`src/rtl/u8s_pkg.sv`:
```
// Shared types and byte constants for the UTF-8 sanitizer.
`default_nettype none
package u8s_pkg;

	localparam int unsigned MaxEmit   = 6;
	localparam int unsigned HeldDepth = 3;

	// Replacement character U+FFFD in UTF-8
	localparam logic [7:0] ReplByte0 = 8'hEF;
	localparam logic [7:0] ReplByte1 = 8'hBF;
	localparam logic [7:0] ReplByte2 = 8'hBD;

	// Lead classes
	localparam logic [7:0] AsciiLimit = 8'h80;
	localparam logic [7:0] Lead2Lo    = 8'hC2;
	localparam logic [7:0] Lead2Hi    = 8'hDF;
	localparam logic [7:0] Lead3Lo    = 8'hE0;
	localparam logic [7:0] Lead3Hi    = 8'hEF;
	localparam logic [7:0] Lead4Lo    = 8'hF0;
	localparam logic [7:0] Lead4Hi    = 8'hF4;
	localparam logic [7:0] LeadEd     = 8'hED;

	// Continuation ranges
	localparam logic [7:0] ContLo     = 8'h80;
	localparam logic [7:0] ContHi     = 8'hBF;
	localparam logic [7:0] AfterE0Lo  = 8'hA0;
	localparam logic [7:0] AfterEdHi  = 8'h9F;
	localparam logic [7:0] AfterF0Lo  = 8'h90;
	localparam logic [7:0] AfterF4Hi  = 8'h8F;

	typedef struct packed {
		logic [7:0] in_byte;
		logic       in_last;
	} u8s_in_t;

	typedef struct packed {
		logic [7:0] out_byte;
		logic       out_last;
	} u8s_out_t;

	// Pending-sequence state
	typedef struct packed {
		logic [HeldDepth-1:0][7:0] held;
		logic [1:0]                held_cnt;
		logic [1:0]                need_cnt;
	} u8s_state_t;

	// Bytes produced by one request
	typedef struct packed {
		logic [MaxEmit-1:0][7:0] bytes;
		logic [2:0]              cnt;
		logic                    last;
	} u8s_burst_t;

endpackage
`default_nettype wire

```
`src/rtl/u8s_step.sv`:
```
// Per-byte decode step: next pending state and the burst of output bytes.
`default_nettype none
module u8s_step (
	input  wire u8s_pkg::u8s_state_t cur,
	input  wire u8s_pkg::u8s_in_t    item,
	output u8s_pkg::u8s_state_t      nxt,
	output u8s_pkg::u8s_burst_t      burst
);

	logic [7:0] b;
	logic       pending;
	logic       first_cont;
	logic [7:0] lo;
	logic [7:0] hi;
	logic       in_range;

	assign b          = item.in_byte;
	assign pending    = (cur.held_cnt != 2'd0) && (cur.need_cnt != 2'd0);
	assign first_cont = (cur.held_cnt == 2'd1);

	always_comb begin
		lo = u8s_pkg::ContLo;
		hi = u8s_pkg::ContHi;
		if (first_cont && cur.held[0] == u8s_pkg::Lead3Lo) begin
			lo = u8s_pkg::AfterE0Lo;
		end
		if (first_cont && cur.held[0] == u8s_pkg::Lead4Lo) begin
			lo = u8s_pkg::AfterF0Lo;
		end
		if (first_cont && cur.held[0] == u8s_pkg::LeadEd) begin
			hi = u8s_pkg::AfterEdHi;
		end
		if (first_cont && cur.held[0] == u8s_pkg::Lead4Hi) begin
			hi = u8s_pkg::AfterF4Hi;
		end
	end

	assign in_range = (b >= lo) && (b <= hi);

	always_comb begin
		logic [2:0] n;
		logic       as_lead;
		n     = 3'd0;
		nxt   = cur;
		burst = '0;
		as_lead = !pending;

		if (pending) begin
			if (!in_range) begin
				// Broken sequence: replace, drop held bytes, retry byte as a lead
				burst.bytes[0] = u8s_pkg::ReplByte0;
				burst.bytes[1] = u8s_pkg::ReplByte1;
				burst.bytes[2] = u8s_pkg::ReplByte2;
				n = 3'd3;
				nxt.held_cnt = 2'd0;
				nxt.need_cnt = 2'd0;
				as_lead = 1'b1;
			end else if (cur.need_cnt <= 2'd1) begin
				// Sequence complete: release held bytes then this one
				for (int i = 0; i < u8s_pkg::HeldDepth; i++) begin
					if (i < int'(cur.held_cnt)) begin
						burst.bytes[n] = cur.held[i];
						n = n + 3'd1;
					end
				end
				burst.bytes[n] = b;
				n = n + 3'd1;
				nxt.held_cnt = 2'd0;
				nxt.need_cnt = 2'd0;
			end else begin
				nxt.held[cur.held_cnt] = b;
				nxt.held_cnt = cur.held_cnt + 2'd1;
				nxt.need_cnt = cur.need_cnt - 2'd1;
			end
		end else begin
			nxt.held_cnt = 2'd0;
			nxt.need_cnt = 2'd0;
		end

		if (as_lead) begin
			if (b < u8s_pkg::AsciiLimit) begin
				burst.bytes[n] = b;
				n = n + 3'd1;
			end else if (b >= u8s_pkg::Lead2Lo && b <= u8s_pkg::Lead2Hi) begin
				nxt.held[0]  = b;
				nxt.held_cnt = 2'd1;
				nxt.need_cnt = 2'd1;
			end else if (b >= u8s_pkg::Lead3Lo && b <= u8s_pkg::Lead3Hi) begin
				nxt.held[0]  = b;
				nxt.held_cnt = 2'd1;
				nxt.need_cnt = 2'd2;
			end else if (b >= u8s_pkg::Lead4Lo && b <= u8s_pkg::Lead4Hi) begin
				nxt.held[0]  = b;
				nxt.held_cnt = 2'd1;
				nxt.need_cnt = 2'd3;
			end else begin
				burst.bytes[n] = u8s_pkg::ReplByte0;
				n = n + 3'd1;
				burst.bytes[n] = u8s_pkg::ReplByte1;
				n = n + 3'd1;
				burst.bytes[n] = u8s_pkg::ReplByte2;
				n = n + 3'd1;
			end
		end

		// Replace whatever is still pending at end of buffer with U+FFFD
		if (item.in_last && nxt.held_cnt != 2'd0) begin
			burst.bytes[n] = u8s_pkg::ReplByte0;
			n = n + 3'd1;
			burst.bytes[n] = u8s_pkg::ReplByte1;
			n = n + 3'd1;
			burst.bytes[n] = u8s_pkg::ReplByte2;
			n = n + 3'd1;
			nxt.held_cnt = 2'd0;
			nxt.need_cnt = 2'd0;
		end

		burst.cnt  = n;
		burst.last = item.in_last;
	end

endmodule
`default_nettype wire

```
`src/rtl/utf8_sanitize_replace_core.sv`:
```
// Top level of the streaming UTF-8 sanitizer with U+FFFD replacement.
//
//   channel | handshake          | payload             | role
//   --------+--------------------+---------------------+----------------------------
//   raw     | raw_valid/ready    | u8s_in_t  (9 bits)  | raw byte requests in
//   clean   | clean_valid/ready  | u8s_out_t (9 bits)  | sanitized byte requests out
//
// Flow: a byte request is registered (s1) and decoded combinationally into a burst of
// 0 to 6 bytes held in s2, which leaves one byte per cycle while clean is ready. A
// request that yields no bytes retires from s1 without waiting for s2, so ASCII and
// valid multi-byte text sustain one request per cycle while clean is ready; s2 holds a
// replacement until its three bytes leave, a broken sequence and invalid lead until six.
// Reset clears the pending-sequence state and both valid flags; burst data are not
// reset. Stalls on clean hold s2, then hold s1 behind it and deassert raw_ready.
`default_nettype none
module utf8_sanitize_replace_core (
	input  wire                clk,
	input  wire                arst_n,
	input  wire                raw_valid,
	output logic               raw_ready,
	input  wire u8s_pkg::u8s_in_t raw,
	output logic               clean_valid,
	input  wire                clean_ready,
	output u8s_pkg::u8s_out_t  clean
);

	// Input register stage
	logic              valid_s1;
	u8s_pkg::u8s_in_t  item_s1;

	// Pending-sequence state
	u8s_pkg::u8s_state_t st_q;
	u8s_pkg::u8s_state_t st_d;

	// Burst register stage
	u8s_pkg::u8s_burst_t burst_d;
	logic                valid_s2;
	logic [u8s_pkg::MaxEmit-1:0][7:0] bytes_s2;
	logic [2:0]          cnt_s2;
	logic                last_s2;
	logic [2:0]          idx_q;

	logic [2:0] final_idx;
	logic       final_beat;
	logic       s2_free;
	logic       load_s2;
	logic       adv_s1;
	logic       take;

	u8s_step u_step (
		.cur   (st_q),
		.item  (item_s1),
		.nxt   (st_d),
		.burst (burst_d)
	);

	assign final_idx  = cnt_s2 - 3'd1;
	assign take       = clean_valid && clean_ready;
	assign final_beat = take && (idx_q == final_idx);
	// s2 can take a new burst when empty or when its final byte leaves now
	assign s2_free    = !valid_s2 || final_beat;
	assign load_s2    = valid_s1 && s2_free;
	// A request with no output bytes never needs s2
	assign adv_s1     = load_s2 || (valid_s1 && (burst_d.cnt == 3'd0));
	assign raw_ready  = !valid_s1 || adv_s1;

	assign clean_valid    = valid_s2;
	assign clean.out_byte = bytes_s2[idx_q];
	assign clean.out_last = last_s2 && (idx_q == final_idx);

	// Hold the request until the decoder can consume it
	always_ff @(posedge clk or negedge arst_n) begin
		if (!arst_n) begin
			valid_s1 <= 1'b0;
		end else if (raw_ready) begin
			valid_s1 <= raw_valid;
		end
	end

	always_ff @(posedge clk) begin
		if (raw_valid && raw_ready) begin
			item_s1 <= raw;
		end
	end

	// Advance the pending state with each decoded request
	always_ff @(posedge clk or negedge arst_n) begin
		if (!arst_n) begin
			st_q <= '0;
		end else if (adv_s1) begin
			st_q <= st_d;
		end
	end

	// Load a burst, or step through the current one
	always_ff @(posedge clk or negedge arst_n) begin
		if (!arst_n) begin
			valid_s2 <= 1'b0;
			idx_q    <= 3'd0;
		end else if (load_s2) begin
			valid_s2 <= (burst_d.cnt != 3'd0);
			idx_q    <= 3'd0;
		end else if (final_beat) begin
			valid_s2 <= 1'b0;
			idx_q    <= 3'd0;
		end else if (take) begin
			idx_q    <= idx_q + 3'd1;
		end
	end

	always_ff @(posedge clk) begin
		if (load_s2) begin
			bytes_s2 <= burst_d.bytes;
			cnt_s2   <= burst_d.cnt;
			last_s2  <= burst_d.last;
		end
	end

	// A burst in flight is never empty and never longer than six bytes
	a_burst_len: assert property (@(posedge clk) disable iff (!arst_n)
		valid_s2 |-> (cnt_s2 != 3'd0) && (cnt_s2 <= 3'd6))
		else $error("burst length out of range");

	// The read pointer stays inside the burst
	a_idx_in_burst: assert property (@(posedge clk) disable iff (!arst_n)
		valid_s2 |-> (idx_q < cnt_s2))
		else $error("burst read pointer past end");

	// Held bytes and missing continuations are zero together
	a_pending_pair: assert property (@(posedge clk) disable iff (!arst_n)
		(st_q.held_cnt == 2'd0) == (st_q.need_cnt == 2'd0))
		else $error("pending counters disagree");

	// A waiting output byte stays put until taken
	a_clean_hold: assert property (@(posedge clk) disable iff (!arst_n)
		(clean_valid && !clean_ready) |=> (clean_valid && $stable(clean)))
		else $error("output byte changed while waiting");

endmodule
`default_nettype wire
```
`config.mk`:
```
export PLATFORM = sky130hd
export DESIGN_NAME = utf8_sanitize_replace_core
export DESIGN_NICKNAME = d
export VERILOG_FILES = /design/src/rtl/u8s_pkg.sv /design/src/rtl/u8s_step.sv /design/src/rtl/utf8_sanitize_replace_core.sv
export SDC_FILE = /design/constraint.sdc
export NUM_CORES = 1
export LEC_CHECK = 0
export ABC_AREA = 1
export ABC_CLOCK_PERIOD_IN_PS = 4460
export BUFFER_PORTS_ARGS = -buffer_cell sky130_fd_sc_hd__buf_2
export CORE_MARGIN = 3
export CORE_UTILIZATION = 25
export CTS_CLUSTER_SIZE = 28
export DETAILED_ROUTE_END_ITERATION = 7
export GPL_ROUTABILITY_DRIVEN = 0
export SLEW_MARGIN = 40
export SYNTH_ARGS = -nofsm -noshare
export SYNTH_HDL_FRONTEND = slang
export SYNTH_SLANG_ARGS = --single-unit
```
`constraint.sdc`:
```
create_clock -name clk -period 4.46 [get_ports clk]
set_input_delay 0.223 -clock clk [delete_from_list [all_inputs] [get_ports clk]]
set_output_delay 0.223 -clock clk [all_outputs]
set_load 0.1 [all_outputs]
```
==> run_results.csv, run 1 <==
group,metric,value,unit
clocking,root_buffer,"clkbuf_16",
layout,synthToLayoutAreaGrowth,21.1,%
critical_path,required,4240,ps
route,drc,0,
synth,yosysWarnings,0,
floorplanning,die_h,163,µm
global_routing,grt_start_max_net_pins,34,
synth,synth_seq_cells,94,
clocking,clock_path_buffers,2,
flow_run,maxCapViolCount,0,
pwr,p_comb_share,57.1,%
global_routing,antenna_found_initial,0,
route,ant_nets,0,
critical_path,cp_max_fo,4,
floorplanning,die_width,163,µm
synth,synthCells,760,
pwr,power_switching,2.71,mW
critical_path,timing.rr.start,"st_q[3]",
timing,hold_viol_final,0,
critical_path,crit_arrival,4150,ps
synth,ys_types,60,
route,dr_wl_met3,1.25,mm
layout,fin_util,31.4,%
synth,yosysSeqAreaShare,43.0,%
timing,max_freq,229,MHz
hold_path,min_from,"raw[8]",
route,wl_per_cell,15.8,µm
clocking,htreeDepth,3,
timing,setup_tns,0,ps
global_routing,grt_first_pass_wirelength,28.3,mm
timing,fin_ws,90.6,ps
timing,setup_viol,0,
route,vias,5524,
critical_path,cp_slowest_cell,"dfrtp_1",
global_routing,grt_util_all_layers,13.3,%
route,top_layer,"met4",
place,dp_hpwl,13.0,mm
clocking,clkSinkCount,94,
pwr,power_frac_seq,28.1,%
timing,period_share,98.0,%
layout,drive_above_1_share,21.1,%
route,drt-vias-per-instance,4.87,
pwr,powerDensity,695,nW/µm²
clocking,clkTransAtPathRegs,70,ps
critical_path,critical_path.endpoint_type,"output port",
place,pre_cts_ws,-63.9,ps
layout,final_cell_mix,"nand2_1, nor2_1, o21ai_0",
floorplanning,design.die.area,26700,µm²
critical_path,startpoint_type,"flop",
layout,fin_cells,1134,
clocking,clock_latency,350,ps
pwr,ir_drop,0.644,mV
timing,tightest_slew,824,ps
timing,rsz0062_at_grt,"yes",
timing,hold_ws,41.7,ps
route,routedLengthMet1,8.68,mm
route,first_iter_violations,481,
layout,layout.cells.most_common,"nand2_1",
layout,fin_nets,841,
place,dp.cells,1097,
timing,fin_worst_skew,15.5,ps
critical_path,cp_slowest_stage_delay,400,ps
pwr,clkPwrFrac,14.7,%
timing,post-route-min-period,4370,ps
critical_path,crit_type,"flop to output port",
critical_path,startpoint,"st_q[3]",
layout,nFillCells,2507,
floorplanning,core_area,23900,µm²
place,portBuffers,23,
pwr,p_leak,3.26,nW
global_routing,grt_pass1_vias,5187,
pwr,switching_share,52.0,%
synth,synth.avg_cell_area,8.14,µm²
place,placed_area,6800,µm²
route,first_pass_iters,5,
timing,slew_viol_final,0,
route,wl_met2,7.68,mm
route,wl,17.9,mm
clocking,numCtsBuffers,9,
global_routing,grt-ovfl-total,0,
layout,fin_area,7490,µm²
floorplanning,ioPinCount,24,
pwr,total_power,5.21,mW
synth,syn-cell-area,6180,µm²
clocking,tritoncts,"built",
timing,max-slew-margin-rel,45.1,%
pwr,p_int,2.50,mW
floorplanning,initial_core_util,25.9,%
status,run_status,"finished clean",
hold_path,hp-class,"input port to flop",
floorplanning,rows,56,
layout,antennaDiodeCount,0,
==> repair_timing <==
item                                    4_1_cts  5_1_grt
endpoints found under the setup margin       24       39
endpoints found under the hold margin        33        0
hold buffers                                  1        0
pin swaps                                    10       23
gates resized for setup                       9       38
setup buffers                                11        9
==> kinds of logic (layout without fill, tap and decap cells) <==
logic type	count (synthesis)	in the layout	share of synthesized area, %
compound gates	165	165	16.6
xor+xnor	5	5	1.01
fa+ha+maj	18	18	3.64
buf+inv	115	169	8.32
flops	94	94	43.0
other cells	1	2	0.0606
simple gates	362	362	27.4
==> critical path, delay by kind of cell, from the launching register on <==
family / cells / cell delay (ps)
and+or+nand+nor: 13 / 1370
adders and majority gates: 4 / 890
AOI/OAI and AO/OA: 4 / 490
buffers and inverters: 7 / 640
DFF: 1 / 400
==> layout make-up <==
| class | instances | area (µm²) | share of cell area (%) |
|---|---|---|---|
| Inverter | 82 | 337 | 4.49 |
| Tap cell | 319 | 399 | 5.33 |
| Sequential cell | 94 | 2660 | 35.5 |
| Clock inverter | 7 | 66.3 | 0.885 |
| Timing Repair Buffer | 71 | 519 | 6.93 |
| Multi-Input combinational cell | 552 | 3290 | 43.9 |
| Clock buffer | 9 | 225 | 3.01 |
==> power groups by stage <==
stage          logic (mW)  registers [mW]  clock network (mW)
2_1_floorplan        2.16            1.43                   0
3_3_place_gp         2.72            1.47                   0
3_5_place_dp         2.74            1.48                   0
4_1_cts              2.84            1.46               0.776
5_1_grt              3.24            1.49               0.814
6_report             2.98            1.46               0.767
==> layer usage <==
layer	vias up	track usage (%)
met5	-	0
met4	0	3.11
met3	32	2.28
met2	205	19.6
met1	2591	20.3
li1	2696	-
==> Yosys cell counts (all sizes together) <==
library cell,number,area [µm²]
nor4b,1,8.76
xor2,3,45.1
a21boi,1,7.51
o2111ai,1,8.76
and3,1,6.26
nand3,46,270
conb,1,3.75
o311ai,1,8.76
a211oi,5,37.5
ha,18,225
nand2,189,785
a21oi,27,146
xnor2,2,17.5
nor4,1,6.26
o21ai,81,428
nand4,17,128
o32ai,9,78.8
a32o,1,10.0
o211ai,16,120
clkbuf,17,63.8
inv,79,307
o221ai,2,17.5
a22oi,3,22.5
nand3b,1,7.51
and2,1,6.26
o21a,1,7.51
o21bai,1,11.3
a22o,4,35.0
o22ai,4,25.0
nor3,8,40.0
a31oi,2,12.5
dfrtp,33,826
edfxtp,61,1830
clkinv,3,12.5
o31ai,3,22.5
buf,16,131
nor2,97,437
a32oi,3,26.3
==> worst paths after layout <==
| path | end | slack [ps] | cells past startpoint |
|---|---|---|---|
| setup / recovery | raw_ready | 90 | 28 |
| hold / removal | item_s1[8] | 40 | 1 |
| setup reg to reg | st_q[24] | 230 | 30 |
| hold reg to reg | st_q[15] | 480 | 2 |
| max in group asynchronous | st_q[23] | 3710 | 2 |
| min in group asynchronous | idx_q[2] | 370 | 2 |
==> state kept, by name (all words and copies together) (netlist names) <==
name and flops:
bytes_s2 48, st_q 28, clean_valid 1, item_s1 9, cnt_s2 3, last_s2 1, idx_q 3, valid_s1 1
(Power assumes the default switching activity.)
==> run 2, diff against run 1 <==
--- a/config.mk
+++ b/config.mk
@@ -13,7 +13,9 @@
 export CTS_CLUSTER_SIZE = 28
 export DETAILED_ROUTE_END_ITERATION = 7
 export GPL_ROUTABILITY_DRIVEN = 0
+export GPL_TIMING_DRIVEN = 0
 export SLEW_MARGIN = 40
 export SYNTH_ARGS = -nofsm -noshare
 export SYNTH_HDL_FRONTEND = slang
+export SYNTH_HIERARCHICAL = 1
 export SYNTH_SLANG_ARGS = --single-unit
==> constraint.sdc (replaced) <==
create_clock -name clk -period 4.46 [get_ports clk]
set_input_delay 0.669 -clock clk [delete_from_list [all_inputs] [get_ports clk]]
set_output_delay 0.669 -clock clk [all_outputs]
set_load 0.1 [all_outputs]
==> run 2 against run 1 <==
Net effect: the flow now finishes with violations (negative setup slack); first-iteration DRC count increased by 33%; power increased by 25%; sequential share of layout area decreased by 4.1 points; synthesized area increased by 6.8%.
==> run_results.csv, run 2 <==
group,metric,value,unit
critical_path,startpoint_type,"flop",
layout,layout.cells.most_common,"nand2_1",
clocking,tritoncts,"built",
clocking,htreeDepth,3,
synth,synth_top_cell_by_area,"edfxtp_1",
critical_path,cp_slowest_cell,"dfrtp_1",
clocking,clkTransAtPathRegs,80,ps
global_routing,grt-ovfl-total,0,
layout,fin_nets,954,
floorplanning,initial_core_util,25.9,%
critical_path,required,3790,ps
timing,fin_worst_skew,8.56,ps
timing,hold_ws,259,ps
synth,yosysSeqAreaShare,40.2,%
layout,multiInputGateArea,3740,µm²
synth,synth_edf_count,61,
route,drt-vias-per-instance,5.00,
clocking,clkSinkCount,94,
timing,max-slew-margin-rel,54.6,%
timing,period_share,113,%
synth,synth.avg_cell_area,7.93,µm²
layout,regArea,2660,µm²
pwr,powerDensity,768,nW/µm²
floorplanning,core_area,25500,µm²
synth,synthCells,833,
global_routing,grt_first_pass_wirelength,32.9,mm
timing,post-route-min-period,5030,ps
layout,largest_reg_flops,48,
clocking,root_buffer,"clkbuf_16",
timing,hold_viol_final,0,
layout,final_cell_mix,"nand2_1, nor2_1, o21ai_0",
route,vias,6283,
route,wl,20.9,mm
synth,synth_seq_cells,94,
synth,ys_async_sr_fraction,35.1,%
floorplanning,ioPinCount,24,
timing,max_freq,199,MHz
critical_path,crit_type,"flop to output port",
timing,setup_viol,38,
synth,synth_common_cells,"nand2_1, inv_1, nand3_1",
timing,rsz0062_at_grt,"yes",
layout,nFillCells,2699,
route,first_iter_violations,638,
synth,synth.top_cell.area_share,27.7,%
clocking,clock_path_buffers,2,
clocking,numCtsBuffers,9,
critical_path,crit_arrival,4360,ps
place,dp.cells,1188,
pwr,p_leak,3.63,nW
status,violations,"negative setup slack",
timing,fin_ws,-572,ps
floorplanning,rows,58,
status,run_status,"finished, violations left",
place,dp_hpwl,15.1,mm
flow_run,maxCapViolCount,0,
synth,yosysWarnings,6,
layout,antennaDiodeCount,0,
synth,synth_most_common_cell,"nand2_1",
hold_path,hp-class,"input port to async pin",
synth,ys_types,46,
layout,fin_util,33.2,%
synth,syn-cell-area,6610,µm²
place,portBuffers,23,
global_routing,grt_util_all_layers,14.7,%
floorplanning,die_width,169,µm
layout,top_register,"bytes_s2",
global_routing,grt_start_max_net_pins,49,
layout,fin_cells,1257,
synth,synth_area_leaders,"edfxtp_1, dfrtp_1, nand2_1, nand3_1, o21ai_0",
critical_path,cp_slowest_stage_delay,410,ps
timing,slew_viol_final,0,
pwr,ir_drop,1.09,mV
global_routing,antenna_found_initial,0,
floorplanning,die_h,169,µm
critical_path,cp_max_fo,3,
synth,dominantRegCellSynth,"edfxtp_1",
route,drc,0,
clocking,clock_latency,360,ps
floorplanning,design.die.area,28400,µm²
layout,reg_top3,"bytes_s2 x48, st_q x28, item_s1 x9",
critical_path,crit_top_cell,"nand2_1",
critical_path,critical_path.endpoint_type,"output port",
clocking,cts_hold_buf,0,
route,wl_per_cell,16.6,µm
route,ant_nets,0,
layout,drive_above_1_share,28.0,%
global_routing,grt_pass1_vias,5915,
layout,synthToLayoutAreaGrowth,28.5,%
route,first_pass_iters,6,
timing,tightest_slew,674,ps
run 2: changes by cell type after synthesis, sizes merged, moves of 10 or more:
cell / previous run / this run
nand3: 46 / 110
nand2: 189 / 209
inv: 79 / 95
nor2: 97 / 87
o22ai: 4 / 14
run 2: path summary, 6_finish.rpt:
kind	start	endpoint	slack, ps	depth (start not counted)
worst max-delay path	st_q[11]	raw_ready	-570	32
max in group asynchronous	arst_n	st_q[2]	3850	1
worst min register to register	st_q[19]	st_q[19]	470	2
worst min-delay path	arst_n	st_q[9]	260	1
min in group clk	st_q[19]	st_q[19]	470	2
worst max register to register	st_q[11]	st_q[23]	-340	40
run 2: layer usage:
layer / wire length (µm) / global-route usage (%) / up-vias
li1: - / - / 3031
met1: 9260 / 20.3 / 2959
met2: 9430 / 23.1 / 252
met3: 1580 / 2.69 / 41
met4: 637 / 5.34 / 0
met5: 0 / 0 / -
run 2: report_power, final:
group / switching [mW] / internal (mW)
combinational: 2.67 / 1.61
clock: 0.382 / 0.397
sequential: 0.162 / 1.29
run 2: cells by family (layout without fill, tap and decap cells):
group,count (synthesis),count (layout),synth area share [%]
AOI/OAI and AO/OA,158,158,14.2
xor gates and xnor gates,2,2,0.549
adders and majority gates,19,19,3.60
buffers and inverters,130,223,9.17
DFF,94,94,40.2
other,1,2,0.0568
and+or+nand+nor,429,429,32.2
run 2: final cells by class:
class                      count  share of cell area [%]
buffer                        34                    2.90
clock inverter                 7                   0.855
sequential                    94                    31.4
tap                          330                    4.87
inverter                      96                    4.64
timing repair inverter         1                  0.0885
multi-input combinational    610                    44.1
timing repair buffer          76                    8.49
clock buffer                   9                    2.65
run 2: per-stage QoR:
| step | power, mW | setup slack (ps) | setup TNS (ps) | instance area [µm²] |
|---|---|---|---|---|
| floorplan | 3.82 | -687 | -7240 | 6710 |
| global placement | 4.53 | -1080 | -18340 | 7240 |
| detailed placement | 4.58 | -1130 | -20800 | 7270 |
| CTS | 6.37 | -623 | -11200 | 8320 |
| global route | 6.87 | -788 | -18430 | 8490 |
| finish | 6.51 | -572 | -9700 | 8490 |
run 2: critical path, delay by kind of cell, from the launching register on:
family / cells / cell delay (ps)
fa+ha+maj: 3 / 740
compound gates: 3 / 560
simple gates: 18 / 1530
flops: 1 / 410
buf+inv: 8 / 720
run 2: timing repair:
action / CTS / global route
resized for setup: 78 / 28
setup endpoints to repair: 39 / 39
setup buffers: 66 / 10
cloned: 6 / 0
pin swaps: 35 / 24
